<file path="src/rtl/rmq_pkg.sv">
// ============================================================================
// rmq_pkg
// Shared widths, the stage record and the integer square root helper for the
// rotation matrix to quaternion pipeline.
// ============================================================================
package rmq_pkg;

    // Root argument a is at most 3*32768+16384 < 2^17; a<<12 fits in 29 bits.
    localparam int unsigned RadW  = 30;
    localparam int unsigned RootW = 15;
    // Numerator d*4096: |d| <= 65536, so magnitude fits in 29 bits.
    localparam int unsigned NumW  = 29;
    localparam int unsigned QuoW  = 30;

    typedef logic signed [15:0] t_q;

    // Square root iteration record: one radicand bit pair per step.
    typedef struct packed {
        logic [RadW-1:0]  rem;
        logic [RootW-1:0] root;
        logic [RadW-1:0]  rad;
    } t_sqrt;

    // Division iteration record: restoring long division, one bit a step.
    typedef struct packed {
        logic [NumW-1:0] rem;
        logic [QuoW-1:0] quo;
        logic [NumW-1:0] num;
    } t_div;

    // Which part holds the root and which the three divided values.
    typedef struct packed {
        logic [1:0] pick;   // 0 = positive trace, 1..3 = i+1
        logic       degen;
        logic [2:0] neg;    // sign of each numerator
    } t_ctl;

    // One digit-recurrence step of the integer square root.
    function automatic t_sqrt sqrt_step(input t_sqrt s);
        t_sqrt o;
        logic [RadW-1:0] trial;
        logic [RadW-1:0] cur;
        cur   = {s.rem[RadW-3:0], s.rad[RadW-1 -: 2]};
        trial = RadW'({s.root, 2'b01});
        o.rad = {s.rad[RadW-3:0], 2'b00};
        if (cur >= trial) begin
            o.rem  = cur - trial;
            o.root = {s.root[RootW-2:0], 1'b1};
        end else begin
            o.rem  = cur;
            o.root = {s.root[RootW-2:0], 1'b0};
        end
        return o;
    endfunction

    // One step of restoring division by the root.
    function automatic t_div div_step(input t_div s, input logic [RootW-1:0] d);
        t_div o;
        logic [NumW:0] cur;
        cur   = {s.rem, s.num[NumW-1]};
        o.num = {s.num[NumW-2:0], 1'b0};
        if (cur >= {{(NumW+1-RootW){1'b0}}, d}) begin
            o.rem = NumW'(cur - {{(NumW+1-RootW){1'b0}}, d});
            o.quo = {s.quo[QuoW-2:0], 1'b1};
        end else begin
            o.rem = NumW'(cur);
            o.quo = {s.quo[QuoW-2:0], 1'b0};
        end
        return o;
    endfunction

endpackage

</file>
<file path="src/rtl/rmq_front.sv">
// ============================================================================
// rmq_front
// Decodes the branch, forms the root argument and the three numerators.
// Purely combinational; the top level registers its result.
// ============================================================================
module rmq_front (
    input  logic signed [15:0]             i_m [9],
    output logic [rmq_pkg::RadW-1:0]       o_rad,
    output logic [rmq_pkg::NumW-1:0]       o_num [3],
    output rmq_pkg::t_ctl                  o_ctl
);

    logic signed [17:0] tr;
    logic signed [18:0] a;
    logic signed [16:0] d [3];
    logic signed [15:0] mii, mjj, mkk;
    logic [1:0] i_sel;

    always_comb begin
        tr = 18'(i_m[0]) + 18'(i_m[4]) + 18'(i_m[8]);
        i_sel = 2'd0;
        if (i_m[4] > i_m[0]) i_sel = 2'd1;
        if (i_m[8] > ((i_sel == 2'd1) ? i_m[4] : i_m[0])) i_sel = 2'd2;
        mii = i_m[0]; mjj = i_m[4]; mkk = i_m[8];
        // Numerators in order: part j, part k, w (or x, y, z for trace case).
        if (tr > 0) begin
            o_ctl.pick = 2'd0;
            a = 19'(tr) + 19'sd16384;
            d[0] = 17'(i_m[7]) - 17'(i_m[5]);
            d[1] = 17'(i_m[2]) - 17'(i_m[6]);
            d[2] = 17'(i_m[3]) - 17'(i_m[1]);
        end else begin
            o_ctl.pick = i_sel + 2'd1;
            case (i_sel)
                2'd0: begin
                    mii = i_m[0]; mjj = i_m[4]; mkk = i_m[8];
                    d[0] = 17'(i_m[1]) + 17'(i_m[3]);
                    d[1] = 17'(i_m[6]) + 17'(i_m[2]);
                    d[2] = 17'(i_m[7]) - 17'(i_m[5]);
                end
                2'd1: begin
                    mii = i_m[4]; mjj = i_m[8]; mkk = i_m[0];
                    d[0] = 17'(i_m[5]) + 17'(i_m[7]);
                    d[1] = 17'(i_m[1]) + 17'(i_m[3]);
                    d[2] = 17'(i_m[2]) - 17'(i_m[6]);
                end
                default: begin
                    mii = i_m[8]; mjj = i_m[0]; mkk = i_m[4];
                    d[0] = 17'(i_m[6]) + 17'(i_m[2]);
                    d[1] = 17'(i_m[5]) + 17'(i_m[7]);
                    d[2] = 17'(i_m[3]) - 17'(i_m[1]);
                end
            endcase
            a = 19'(mii) - 19'(mjj) - 19'(mkk) + 19'sd16384;
        end
        o_ctl.degen = (a <= 0);
        o_rad = o_ctl.degen ? '0 : {a[16:0], 12'd0, 1'b0} >> 1;
        for (int n = 0; n < 3; n++) begin
            o_ctl.neg[n] = d[n][16];
            o_num[n] = {(d[n][16] ? 17'(-d[n]) : 17'(d[n])), 12'd0};
        end
    end

endmodule

</file>
<file path="config.mk">
export PLATFORM = sky130hd
export DESIGN_NAME = rmq_front
export DESIGN_NICKNAME = d
export VERILOG_FILES = /design/src/rtl/rmq_pkg.sv /design/src/rtl/rmq_front.sv
export SDC_FILE = /design/constraint.sdc
export NUM_CORES = 1
export LEC_CHECK = 0
export BUFFER_PORTS_ARGS = -buffer_cell sky130_fd_sc_hd__buf_2
export CAP_MARGIN = 10
export CORE_MARGIN = 4
export CORE_UTILIZATION = 45
export DETAILED_ROUTE_END_ITERATION = 16
export PLACE_DENSITY = 0.68
export SYNTH_ARGS = -nofsm -noshare
export SYNTH_HDL_FRONTEND = slang
export SYNTH_SLANG_ARGS = --single-unit
</file>
<file path="constraint.sdc">
create_clock -name vclk -period 18.8
set_input_delay 3.76 -clock vclk [all_inputs]
set_output_delay 3.76 -clock vclk [all_outputs]
set_load 0.03 [all_outputs]
</file>
==> flow_summary.yaml <==
pwr:
  power.leakage_uw: 0.00658
  switching_power_uw: 1110
  power_frac_seq_pct: 0
  vdd_drop_max_v: 0.0000755
  power.share.clock_pct: 0
  power_frac_comb_pct: 100.0
  switching_share_pct: 66.2
  p_int_uw: 569
  p_per_area_mw_per_mm2: 119
cells_and_area:
  final_cell_mix: "buf_2, nand2_1, nor2_1, ha_1, inv_1"
  final_cells: 2421
  nets: 2410
  n_antenna_cell: 0
  areaGrowthSynthToFinish_pct: 8.41
  clkbuf_count: 0
  seq_area_um2: 0
  multi_input_area_mm2: 0.0118
  seq_cell_count: 0
  fillCellCount: 2930
  layout_commonest_cell: "buf_2"
  drive_above_1_share_pct: 14.3
floorplan:
  floorplan.die_area_mm2: 0.0316
  core_mm2: 0.0281
  rows: 61
  start_util_pct: 46.2
  pin_count: 267
  die_height_um: 178
  dieWidth_um: 178
clock_tree:
  cts_setup_buffers: 0
  cts-resized-gates: 0
  hold_buffers: 0
route:
  post_drt_wl_per_cell_um: 18.8
  antenna_left: 0
  drtIter0Drc: 1118
  totalWireLength_um: 45500
  viasPerCell: 5.95
  dr.pass1.iters: 6
  num_vias: 14399
  drc: 0
grt:
  antenna_found_initial: 0
  grt_max_degree: 71
  grt_pass1_vias: 13505
  grt_usage_pct: 27.0
  grt_pass1_wl_um: 69800
  grt_overflow: 0
logic_synthesis:
  yosys_warnings: 0
  synth_area_mm2: 0.0130
  syn_area_per_cell_um2: 6.80
  synth_cell_types: 97
  yosysSeqAreaShare_pct: 0
  syn_inst: 1909
worst_setup_path:
  crit_path_top_delay_cell: "a2111oi_0"
  path_class: "in -> out"
  crit_fanout: 70
  slowest_delay_ns: 0.68
  required_ns: 15.04
  start_kind: "input port"
  cp-end-kind: "output port"
  crit_path_frequent_cell: "ha_1"
  critPathArrivalTime_ns: 13.34
timing:
  hold_viol: 0
  setup_viol: 0
  fin_crit_sh_pct: 91.0
  rsz0062_at_grt: "false"
  max_slew_margin_pct: 25.0
  setup-tns-final_ns: 0
  slew_viol_final: 0
  period_needed_ns: 17.10
  fmaxAchievable_mhz: 58.5
  hold_slack_ns: 8.34
  worst_slew_pin_slew_ns: 1.12
job:
  maxCapViolCount: 0
placement:
  post-dp-hpwl_um: 38300
  globalplace.congestion: 1.07
  io_buffers: 218
  dp.cells: 2421
hold_path:
  hold_class: "in -> out"
outcome:
  status: "finished clean"
## routing by layer
metal  vias to the layer above  global-route usage (%)  share of wire, %
li1                       7004                       -                 -
met1                      6711                    32.4                40
met2                       580                    48.1                48
met3                       104                    1.94               5.5
met4                         0                    14.3               6.5
met5                         -                       0                 0
## final cells by class
cell class / instances / area share, %
Inverter: 166 / 4.43
Timing Repair Buffer: 233 / 8.55
Multi-Input combinational cell: 1644 / 83.7
Tap cell: 378 / 3.36
## cell usage after synthesis (all sizes together) (31+ instances only)
master,instances,area share (%)
nor3,46,1.8
o211ai,31,1.8
nor2,185,5.4
inv,166,4.8
a31oi,55,2.6
nand3,33,1.3
xor2,37,2.5
nand2,208,6.0
clkbuf,46,1.3
fa,40,6.2
mux2i,37,2.9
a21oi,125,4.8
o21ai,120,4.7
ha,181,17
buf,101,4.9
xnor2,90,6.1
## stage by stage
step	util, %	instance area [um2]	total power, uW	setup WS, ns
3_3_place_gp	50.1	14100	1650	1.94
3_5_place_dp	50.1	14100	1660	1.69
4_1_cts	50.1	14100	1670	1.66
6_report	50.1	14100	1680	1.70
5_1_grt	50.1	14100	1820	0.888
2_1_floorplan	-	13200	1210	1.82
## worst paths after layout
path | start | end | slack [ns] | cells past startpoint
max | i_m[134] | o_ctl[3] | 1.70 | 33
min | i_m[113] | o_num[13] | 8.34 | 6
## critical path, delay by kind of cell
kind,cells,cell delay [ns]
buffers and inverters,5,0.77
adder cells (fa/ha/maj),5,1.76
multiplexers,1,0.29
XOR/XNOR,1,0.13
AND/OR/NAND/NOR,6,2.28
AO/OA/AOI/OAI,15,4.30
## power groups by stage
stage / clock network [uW] / registers (uW) / logic (uW)
after floorplan: 0 / 0 / 1210
after global placement: 0 / 0 / 1650
after detailed placement: 0 / 0 / 1660
after CTS: 0 / 0 / 1670
after global routing: 0 / 0 / 1820
final: 0 / 0 / 1680
## kinds of logic (layout without fill, tap and decap cells)
| family | count (synthesis) | in the layout | synth area share (%) |
|---|---|---|---|
| compound gates | 564 | 564 | 29.7 |
| xor+xnor | 127 | 127 | 8.62 |
| fa+ha+maj | 221 | 221 | 23.6 |
| buf+inv | 313 | 399 | 11.0 |
| mux | 45 | 45 | 3.64 |
| other cells | 1 | 49 | 0.0289 |
| simple gates | 638 | 638 | 23.4 |
(Power assumes the default switching activity.)
