==> src/rtl/rmq_pkg.sv <==
// ============================================================================
// rmq_pkg
// Shared widths, the stage record and the integer square root helper for the
// rotation matrix to quaternion pipeline.
// ============================================================================
package rmq_pkg;

    // Root argument a is at most 3*32768+16384 < 2^17; a<<12 fits in 29 bits.
    localparam int unsigned RadW  = 30;
    localparam int unsigned RootW = 15;
    // Numerator d*4096: |d| <= 65536, so magnitude fits in 29 bits.
    localparam int unsigned NumW  = 29;
    localparam int unsigned QuoW  = 30;

    typedef logic signed [15:0] t_q;

    // Square root iteration record: one radicand bit pair per step.
    typedef struct packed {
        logic [RadW-1:0]  rem;
        logic [RootW-1:0] root;
        logic [RadW-1:0]  rad;
    } t_sqrt;

    // Division iteration record: restoring long division, one bit a step.
    typedef struct packed {
        logic [NumW-1:0] rem;
        logic [QuoW-1:0] quo;
        logic [NumW-1:0] num;
    } t_div;

    // Which part holds the root and which the three divided values.
    typedef struct packed {
        logic [1:0] pick;   // 0 = positive trace, 1..3 = i+1
        logic       degen;
        logic [2:0] neg;    // sign of each numerator
    } t_ctl;

    // One digit-recurrence step of the integer square root.
    function automatic t_sqrt sqrt_step(input t_sqrt s);
        t_sqrt o;
        logic [RadW-1:0] trial;
        logic [RadW-1:0] cur;
        cur   = {s.rem[RadW-3:0], s.rad[RadW-1 -: 2]};
        trial = RadW'({s.root, 2'b01});
        o.rad = {s.rad[RadW-3:0], 2'b00};
        if (cur >= trial) begin
            o.rem  = cur - trial;
            o.root = {s.root[RootW-2:0], 1'b1};
        end else begin
            o.rem  = cur;
            o.root = {s.root[RootW-2:0], 1'b0};
        end
        return o;
    endfunction

    // One step of restoring division by the root.
    function automatic t_div div_step(input t_div s, input logic [RootW-1:0] d);
        t_div o;
        logic [NumW:0] cur;
        cur   = {s.rem, s.num[NumW-1]};
        o.num = {s.num[NumW-2:0], 1'b0};
        if (cur >= {{(NumW+1-RootW){1'b0}}, d}) begin
            o.rem = NumW'(cur - {{(NumW+1-RootW){1'b0}}, d});
            o.quo = {s.quo[QuoW-2:0], 1'b1};
        end else begin
            o.rem = NumW'(cur);
            o.quo = {s.quo[QuoW-2:0], 1'b0};
        end
        return o;
    endfunction

endpackage

==> src/rtl/rmq_back.sv <==
// ============================================================================
// rmq_back
// Rounding, sign restore, saturation and placement of the four parts.
// ============================================================================
module rmq_back (
    input  logic [rmq_pkg::RootW-1:0] i_root,
    input  logic [rmq_pkg::QuoW-1:0]  i_quo [3],
    input  rmq_pkg::t_ctl             i_ctl,
    output rmq_pkg::t_q               o_q [4]
);

    rmq_pkg::t_q v [3];
    rmq_pkg::t_q r;
    logic [rmq_pkg::QuoW:0] sq;

    always_comb begin
        r = 16'(i_root);
        for (int n = 0; n < 3; n++) begin
            // The quotient already includes the half-divisor bias.
            sq = {1'b0, i_quo[n]};
            if (i_ctl.neg[n]) v[n] = (sq > 31'd32768) ? -16'sd32768 : 16'(-sq);
            else              v[n] = (sq > 31'd32767) ? 16'sd32767 : 16'(sq);
        end
        case (i_ctl.pick)
            2'd0: begin o_q[0] = r;    o_q[1] = v[0]; o_q[2] = v[1]; o_q[3] = v[2]; end
            2'd1: begin o_q[0] = v[2]; o_q[1] = r;    o_q[2] = v[0]; o_q[3] = v[1]; end
            2'd2: begin o_q[0] = v[2]; o_q[1] = v[1]; o_q[2] = r;    o_q[3] = v[0]; end
            default: begin o_q[0] = v[2]; o_q[1] = v[0]; o_q[2] = v[1]; o_q[3] = r; end
        endcase
        if (i_ctl.degen) begin
            for (int n = 0; n < 4; n++) o_q[n] = '0;
        end
    end

endmodule

==> config.mk <==
export PLATFORM = sky130hd
export DESIGN_NAME = rmq_back
export DESIGN_NICKNAME = d
export VERILOG_FILES = /design/src/rtl/rmq_pkg.sv /design/src/rtl/rmq_back.sv
export SDC_FILE = /design/constraint.sdc
export NUM_CORES = 1
export LEC_CHECK = 0
export ABC_AREA = 1
export BUFFER_PORTS_ARGS = -buffer_cell sky130_fd_sc_hd__buf_2
export CAP_MARGIN = 20
export CORE_AREA = 10 10 108 110
export DETAILED_ROUTE_END_ITERATION = 16
export DIE_AREA = 0 0 118 120
export PLACE_DENSITY = 0.71
export SYNTH_ARGS = -nofsm -noshare
export SYNTH_HDL_FRONTEND = slang
export SYNTH_SLANG_ARGS = --single-unit
==> constraint.sdc <==
create_clock -name vclk -period 2.3
set_input_delay 0.46 -clock vclk [all_inputs]
set_output_delay 0.46 -clock vclk [all_outputs]
set_load 0.01 [all_outputs]
==> flow_metrics.tcl, run 1 <==
set metrics [dict create \
    finalMaxSlewViolations 0 \
    finalWorstSetupSlack_ns -0.2998 \
    antenna_found_initial 0 \
    start_util 0.3918 \
    ir_worst_vdd_uv 130.9 \
    clock_buffers 0 \
    hold_path.class "in2out" \
    syn_nets 978 \
    pre_cts_slack_ns -0.2901 \
    drt_iter0_drc 665 \
    syn_area_sq_mm 0.003741 \
    wl_per_cell_um 16.09 \
    synth_commonest_cells "nand2_1, nor2_1, nand3_1, inv_1, o21ai_0" \
    rows 36 \
    finalCritPeriodShare 1.130 \
    synth.most_common_cell "nand2_1" \
    slew_headroom 0.5951 \
    place_congestion 0.9982 \
    drc 0 \
    grt_pass1_wl_mm 30.56 \
    nets 1264 \
    syn_avg_cell_area_sq_um 4.330 \
    grt_max_degree 52 \
    dpl_cell_area_sq_mm 0.005682 \
    multi_input_area_sq_mm 0.004277 \
    power_uw 1183 \
    worstSetupPathType "in2out" \
    final_util 0.7507 \
    die_area_sq_mm 0.01416 \
    grt_usage 0.2469 \
    ant_nets 0 \
    placed_cells 1262 \
    num_vias 6905 \
    synth_area_leaders "nand2_1, nand3_1, nor2_1, inv_1, o21ai_0" \
    cap_violations 0 \
    io_buffer_count 175 \
    nFlopsAndLatches 0 \
    cp_max_fo 7 \
    p_per_area_mw_per_mm2 165.1 \
    fp.dieH_um 120 \
    fillCellCount 753 \
    timing.fmax_mhz 384.6 \
    grt_overflow 0 \
    violations "setup timing" \
    end_kind "output pin" \
    drive_gt1_frac 0.5061 \
    worstPathArrival_ns 2.14 \
    synth_area_leader_cell "nand2_1" \
    hpwl_mm 14.34 \
    netlist.area_leader.share 0.3341 \
    ys_types 29 \
    antennaDiodeCount 0 \
    required_ns 1.84 \
    final_area_sq_mm 0.007168 \
    final_hold_viol_count 0 \
    cp-start-kind "primary input" \
    routed_wl_mm 20.61 \
    leakagePower_uw 0.003853 \
    fin_crit_ns 2.600 \
    grt_pass1_vias 6548 \
    via_per_inst 5.390 \
    yosys_warnings 0 \
    rsz0062_at_grt "yes" \
    coreArea_sq_mm 0.009549 \
    drt_pass1_iterations 7 \
    areaGrowthSynthToFinish_pct 91.61 \
    ios 175 \
    instances_no_fill 1281 \
    final-setup-viol-count 59 \
    die_w_um 118 \
    seqCellArea_sq_um 0 \
    yosysSeqAreaShare 0 \
    syn_inst 864 \
    worst_pin_slew_ns 0.6066 \
    outcome "complete, but fails checks" \
]
-- through the flow --
stage / TNS (ns) / hold slack, ns
finish: -8.310 / 1.320
floorplan: 0 / 1.058
global placement: -10.25 / 1.311
detailed placement: -12.11 / 1.311
CTS: -4.754 / 1.314
global route: -14.51 / 1.352
-- cell families (layout without fill, tap and decap cells) --
logic type / after synthesis / count (layout) / share of synthesized area
buf+inv: 140 / 424 / 0.1465
compound gates: 87 / 87 / 0.1301
fa+ha+maj: 3 / 3 / 0.01003
xor+xnor: 16 / 16 / 0.03746
simple gates: 618 / 618 / 0.6759
-- critical path, cell delays in order --
cell and delay, ns:
buf_8 0.10, inv_4 0.06, ha_4 0.15, nand3_4 0.10, nor2_4 0.13, nand2_2 0.07, a21oi_4 0.21, buf_8 0.19
nand2_4 0.06, o21ai_4 0.07, nand2_1 0.10, nand2_1 0.09, nor2_1 0.05, nor2_1 0.12, buf_2 0.18
-- report_power, final --
group	switching [uW]	leakage, uW	internal, uW
Sequential	0	0	0
Clock	0	0	0
Combinational	675	0.00385	508
-- final timing paths --
check  startpoint  endpoint  cells past startpoint  slack [ns]
min    i_root[11]   o_q[59]                      4        1.32
max     i_quo[31]    o_q[0]                     15       -0.30
-- repair_timing --
item | in CTS | in global routing
gates resized for setup | 198 | 210
setup buffers | 12 | 5
pin swaps | 45 | 62
hold buffers | 0 | 0
endpoints found under the setup margin | 64 | 64
hold endpoints to repair | 0 | 0
cloned | 3 | 1
-- layout make-up --
| cell class | instances | share of cell area |
|---|---|---|
| multi-input combinational | 724 | 0.5966 |
| tap | 133 | 0.02322 |
| timing repair buffer | 320 | 0.3210 |
| inverter | 104 | 0.05917 |
-- cells in the final DEF (no fill, tap or decap), types with 25 or more instances in the layout --
| master | count |
|---|---|
| o21ai_0 | 34 |
| nand2_1 | 235 |
| buf_4 | 117 |
| nand2_4 | 25 |
| buf_2 | 150 |
| buf_6 | 41 |
| nand2_2 | 72 |
| nand3_1 | 80 |
| nand3_2 | 37 |
| inv_1 | 80 |
| nor2_1 | 87 |
| nor2_2 | 40 |
-- routing by layer --
layer | track usage | vias to the layer above | wire [um]
met1 | 0.2995 | 3053 | 7998
met4 | 0.06337 | 0 | 869
met5 | 0 | - | 0
li1 | - | 3268 | -
met2 | 0.4395 | 495 | 9760
met3 | 0.04407 | 89 | 1985
Note: power is estimated with default switching activity, not from simulation.
==> inputs of run 2 (changes only) <==
PLACE_DENSITY = 0.68   (was 0.71)
clock period = 3.1 ns   (was 2.3 ns; I/O delays follow)
==> flow_metrics.tcl, run 2 (same netlist as run 1, synthesis figures left out) <==
set metrics [dict create \
    cp_cell_sequence "buf_2 -> inv_2 -> ha_2 -> nand3_1 -> nor2_2 -> nand2_1 -> a21oi_4 -> buf_12 -> nand3_1 -> nand2_2 -> nand2_1 -> nand2_1 -> nor2_1 -> nor2_1 -> buf_2" \
    grt_util_met3 0.02579 \
    outcome "finished, final reports clean" \
    drt_iter0_drc 502 \
    ios 175 \
    required_ns 2.48 \
    p_clk_frac 0 \
    drt_pass1_iterations 7 \
    coreArea_sq_mm 0.009549 \
    drc 0 \
    worstPathArrival_ns 2.36 \
    p_comb_frac 1.000 \
    hpwl_mm 13.49 \
    grt_usage 0.2087 \
    busiest_layer "met2" \
    nFlopsAndLatches 0 \
    antenna_found_initial 0 \
    hold_path.class "in2out" \
    die_area_sq_mm 0.01416 \
    grt_pass1_vias 5318 \
    nets 1147 \
    io_buffer_count 175 \
    cp_num_buf_inv 4 \
    final-setup-viol-count 0 \
    timing.fmax_mhz 336.0 \
    power_uw 590.0 \
    antennaDiodeCount 0 \
    p_per_area_mw_per_mm2 119.2 \
    fp.dieH_um 120 \
    ir_worst_vdd_uv 68.79 \
    p_int_uw 220.3 \
    worst_pin_slew_ns 0.4066 \
    final_common_cell "nand2_1" \
    worstSetupPathType "in2out" \
    crit_family "simple AND/OR/NAND/NOR gates" \
    grt_overflow 0 \
    grt_pass1_wl_mm 25.94 \
    clock_buffers 0 \
    seqCellArea_sq_um 0 \
    num_vias 5863 \
    fin_crit_ns 2.977 \
    end_kind "output pin" \
    final_util 0.5182 \
    via_per_inst 5.037 \
    start_util 0.3918 \
    rsz0062_at_grt "yes" \
    layout_common_cells "nand2_1, buf_2, nor2_1" \
    cp-start-kind "primary input" \
    die_w_um 118 \
    cpPeakStageDelay_ns 0.20 \
    p_switching_uw 369.7 \
    areaGrowthSynthToFinish_pct 32.27 \
    finalCritPeriodShare 0.9602 \
    ant_nets 0 \
    slew_headroom 0.7283 \
    place_congestion 0.9360 \
    swShare 0.6266 \
    seqPwrFrac 0 \
    leakagePower_uw 0.002940 \
    cts_hold_buf 0 \
    finalMaxSlewViolations 0 \
    grt_use_met1 0.2799 \
    use_met2 0.3527 \
    crit_slowest_cell "a21oi_4" \
    cp_common_cell "nand2_1" \
    cap_violations 0 \
    wl_per_cell_um 13.67 \
    drive_gt1_frac 0.2250 \
    routed_wl_mm 15.91 \
    cp_max_fo 7 \
    grt_max_degree 37 \
    rows 36 \
    final_hold_viol_count 0 \
]
[run 2: cell count changes in the layout (fill, tap and decap cells not counted), sizes merged]
cell	before	now
inv	102	103
clkbuf	1	0
buf	319	203
clkinv	2	1
[run 2: layer usage]
layer / vias up / wire (um)
met1: 2541 / 7054
li1: 3039 / -
met5: - / 0
met3: 16 / 1235
met2: 267 / 7353
met4: 0 / 265
[run 2: final cells by class]
class | instances | area, sq um
fill | 1166 | 4601
multi-input combinational | 724 | 3261
timing repair buffer | 203 | 1131
inverter | 104 | 390.4
tap | 133 | 166.4
[run 2: worst paths after layout]
| kind | from | to | cells past startpoint |
|---|---|---|---|
| setup / recovery | i_quo[60] | o_q[9] | 15 |
| hold / removal | i_root[12] | o_q[60] | 4 |
[run 2: timing repair]
item                                    CTS  global route
endpoints found under the hold margin     0             0
endpoints found under the setup margin    0            46
gates resized for setup                   0            25
buffers inserted                          0             1
[run 2: per-stage QoR]
stage	hold slack, ns	area (sq um)	std cells	setup slack [ns]	setup TNS [ns]
floorplan	1.378	3741	864	0.4089	0
global placement	1.624	4871	1163	0.02407	0
detailed placement	1.628	4871	1163	0.04423	0
CTS	1.631	4871	1163	0.03607	0
global route	1.666	4949	1164	-0.02161	-0.05284
finish	1.630	4949	1164	0.1234	0
[run 2: power by group through the flow]
| stage | registers, uW | logic, uW | clock network [uW] |
|---|---|---|---|
| floorplan | 0 | 325 | 0 |
| global placement | 0 | 578 | 0 |
| detailed placement | 0 | 577 | 0 |
| CTS | 0 | 580 | 0 |
| global route | 0 | 663 | 0 |
| finish | 0 | 590 | 0 |
==> inputs of run 3 (changes only) <==
PLACE_DENSITY = 0.71   (was 0.68)
RECOVER_POWER = 25   (was unset)
clock period = 2.6 ns   (was 3.1 ns; I/O delays follow)
==> flow_metrics.tcl, run 3 (same netlist as run 1, synthesis figures left out) <==
set metrics [dict create \
    finalMaxSlewViolations 0 \
    p_per_area_mw_per_mm2 141.1 \
    nets 1200 \
    required_ns 2.08 \
    final_hold_viol_count 0 \
    holdWs_ns 1.426 \
    drt_iter0_drc 630 \
    grt_pass1_wl_mm 26.83 \
    clock_buffers 0 \
    die_area_sq_mm 0.01416 \
    grt_usage 0.2163 \
    wl_per_cell_um 14.48 \
    via_per_inst 5.177 \
    coreArea_sq_mm 0.009549 \
    rows 36 \
    leakagePower_uw 0.003407 \
    placed_cells 1206 \
    final-setup-viol-count 5 \
    drive_gt1_frac 0.4077 \
    final_area_sq_mm 0.006163 \
    place_congestion 0.9726 \
    start_util 0.3918 \
    slew_headroom 0.7032 \
    finalWorstSetupSlack_ns -0.04079 \
    antenna_found_initial 1 \
    grt_max_degree 29 \
    violations "setup timing" \
    final_common_cell "nand2_1" \
    dpl_cell_area_sq_mm 0.005194 \
    cap_violations 0 \
    worstPathArrival_ns 2.12 \
    timing.fmax_mhz 378.7 \
    die_w_um 118 \
    grt_overflow 0 \
    ios 175 \
    grt_pass1_vias 5689 \
    end_kind "output pin" \
    worst_pin_slew_ns 0.4446 \
    outcome "complete, but fails checks" \
    ir_worst_vdd_uv 81.49 \
    io_buffer_count 175 \
    finalCritPeriodShare 1.016 \
    drc 0 \
    instances_no_fill 1218 \
    cp-start-kind "primary input" \
    rsz0062_at_grt "yes" \
    fp.dieH_um 120 \
    ant_nets 0 \
    routed_wl_mm 17.64 \
    fin_crit_ns 2.641 \
    fillCellCount 964 \
    drt_pass1_iterations 6 \
    multi_input_area_sq_mm 0.003930 \
    layout_common_cells "nand2_1, buf_2, nor2_1" \
    areaGrowthSynthToFinish_pct 64.75 \
    cp_max_fo 8 \
    num_vias 6306 \
    seqCellArea_sq_um 0 \
    hold_path.class "in2out" \
    hpwl_mm 13.46 \
    nFlopsAndLatches 0 \
    worstSetupPathType "in2out" \
]
-- run 3: cell count changes in the layout (fill, tap and decap cells not counted), sizes merged --
cell,change
diode,+1
clkinv,-1
buf,+52
inv,+1
clkbuf,+1
-- run 3: metal layers --
| layer | share of wire | wire length, um | GRT usage | vias up |
|---|---|---|---|---|
| met1 | 0.41 | 7294 | 0.2748 | 2805 |
| met4 | 0.029 | 504 | 0.04405 | 0 |
| met5 | 0 | 0 | 0 | - |
| li1 | - | - | - | 3144 |
| met2 | 0.48 | 8402 | 0.3752 | 315 |
| met3 | 0.081 | 1434 | 0.03704 | 42 |
-- run 3: final cells by class --
type                            instances  share of cell area
Inverter                              104             0.06577
Antenna cell                            1           0.0004060
Multi-Input combinational cell        724              0.6376
Timing Repair Buffer                  256              0.2692
Tap cell                              133             0.02700
-- run 3: through the flow --
| step | setup TNS (ns) | setup WS, ns | util | power (uW) |
|---|---|---|---|---|
| after floorplan | 0 | 0.1089 | - | 387.6 |
| final | -0.09220 | -0.04079 | 0.6454 | 869.4 |
| after global placement | -1.850 | -0.09593 | 0.5439 | 722.6 |
| after detailed placement | -3.483 | -0.1292 | 0.5439 | 725.6 |
| after global routing | -3.201 | -0.1481 | 0.6454 | 952.0 |
| after CTS | 0 | 0.0006142 | 0.5738 | 754.5 |
-- run 3: where the power goes --
group / switching (uW) / internal (uW)
sequential: 0 / 0
combinational: 519 / 350
clock: 0 / 0.0000517
-- run 3: critical path, stage by stage --
cell and delay, ns:
buf_2 0.13, nor2_1 0.16, nand2_2 0.10, nor2_4 0.12, nand2_2 0.07, a21oi_4 0.23, buf_12 0.19, nand2_4 0.08
a31oi_4 0.20, nor2_1 0.07, nor2_1 0.10, buf_2 0.15
-- run 3: worst paths after layout --
path,startpoint,to,cells past startpoint
worst min-delay path,i_root[11],o_q[59],4
worst max-delay path,i_quo[34],o_q[12],12
-- run 3: what timing repair did --
| item | in CTS | in global routing |
|---|---|---|
| pin swaps | 19 | 52 |
| hold buffers | 0 | 0 |
| buffers inserted | 8 | 4 |
| gates resized for setup | 59 | 194 |
| setup endpoints to repair | 46 | 63 |
| cloned | 1 | 0 |
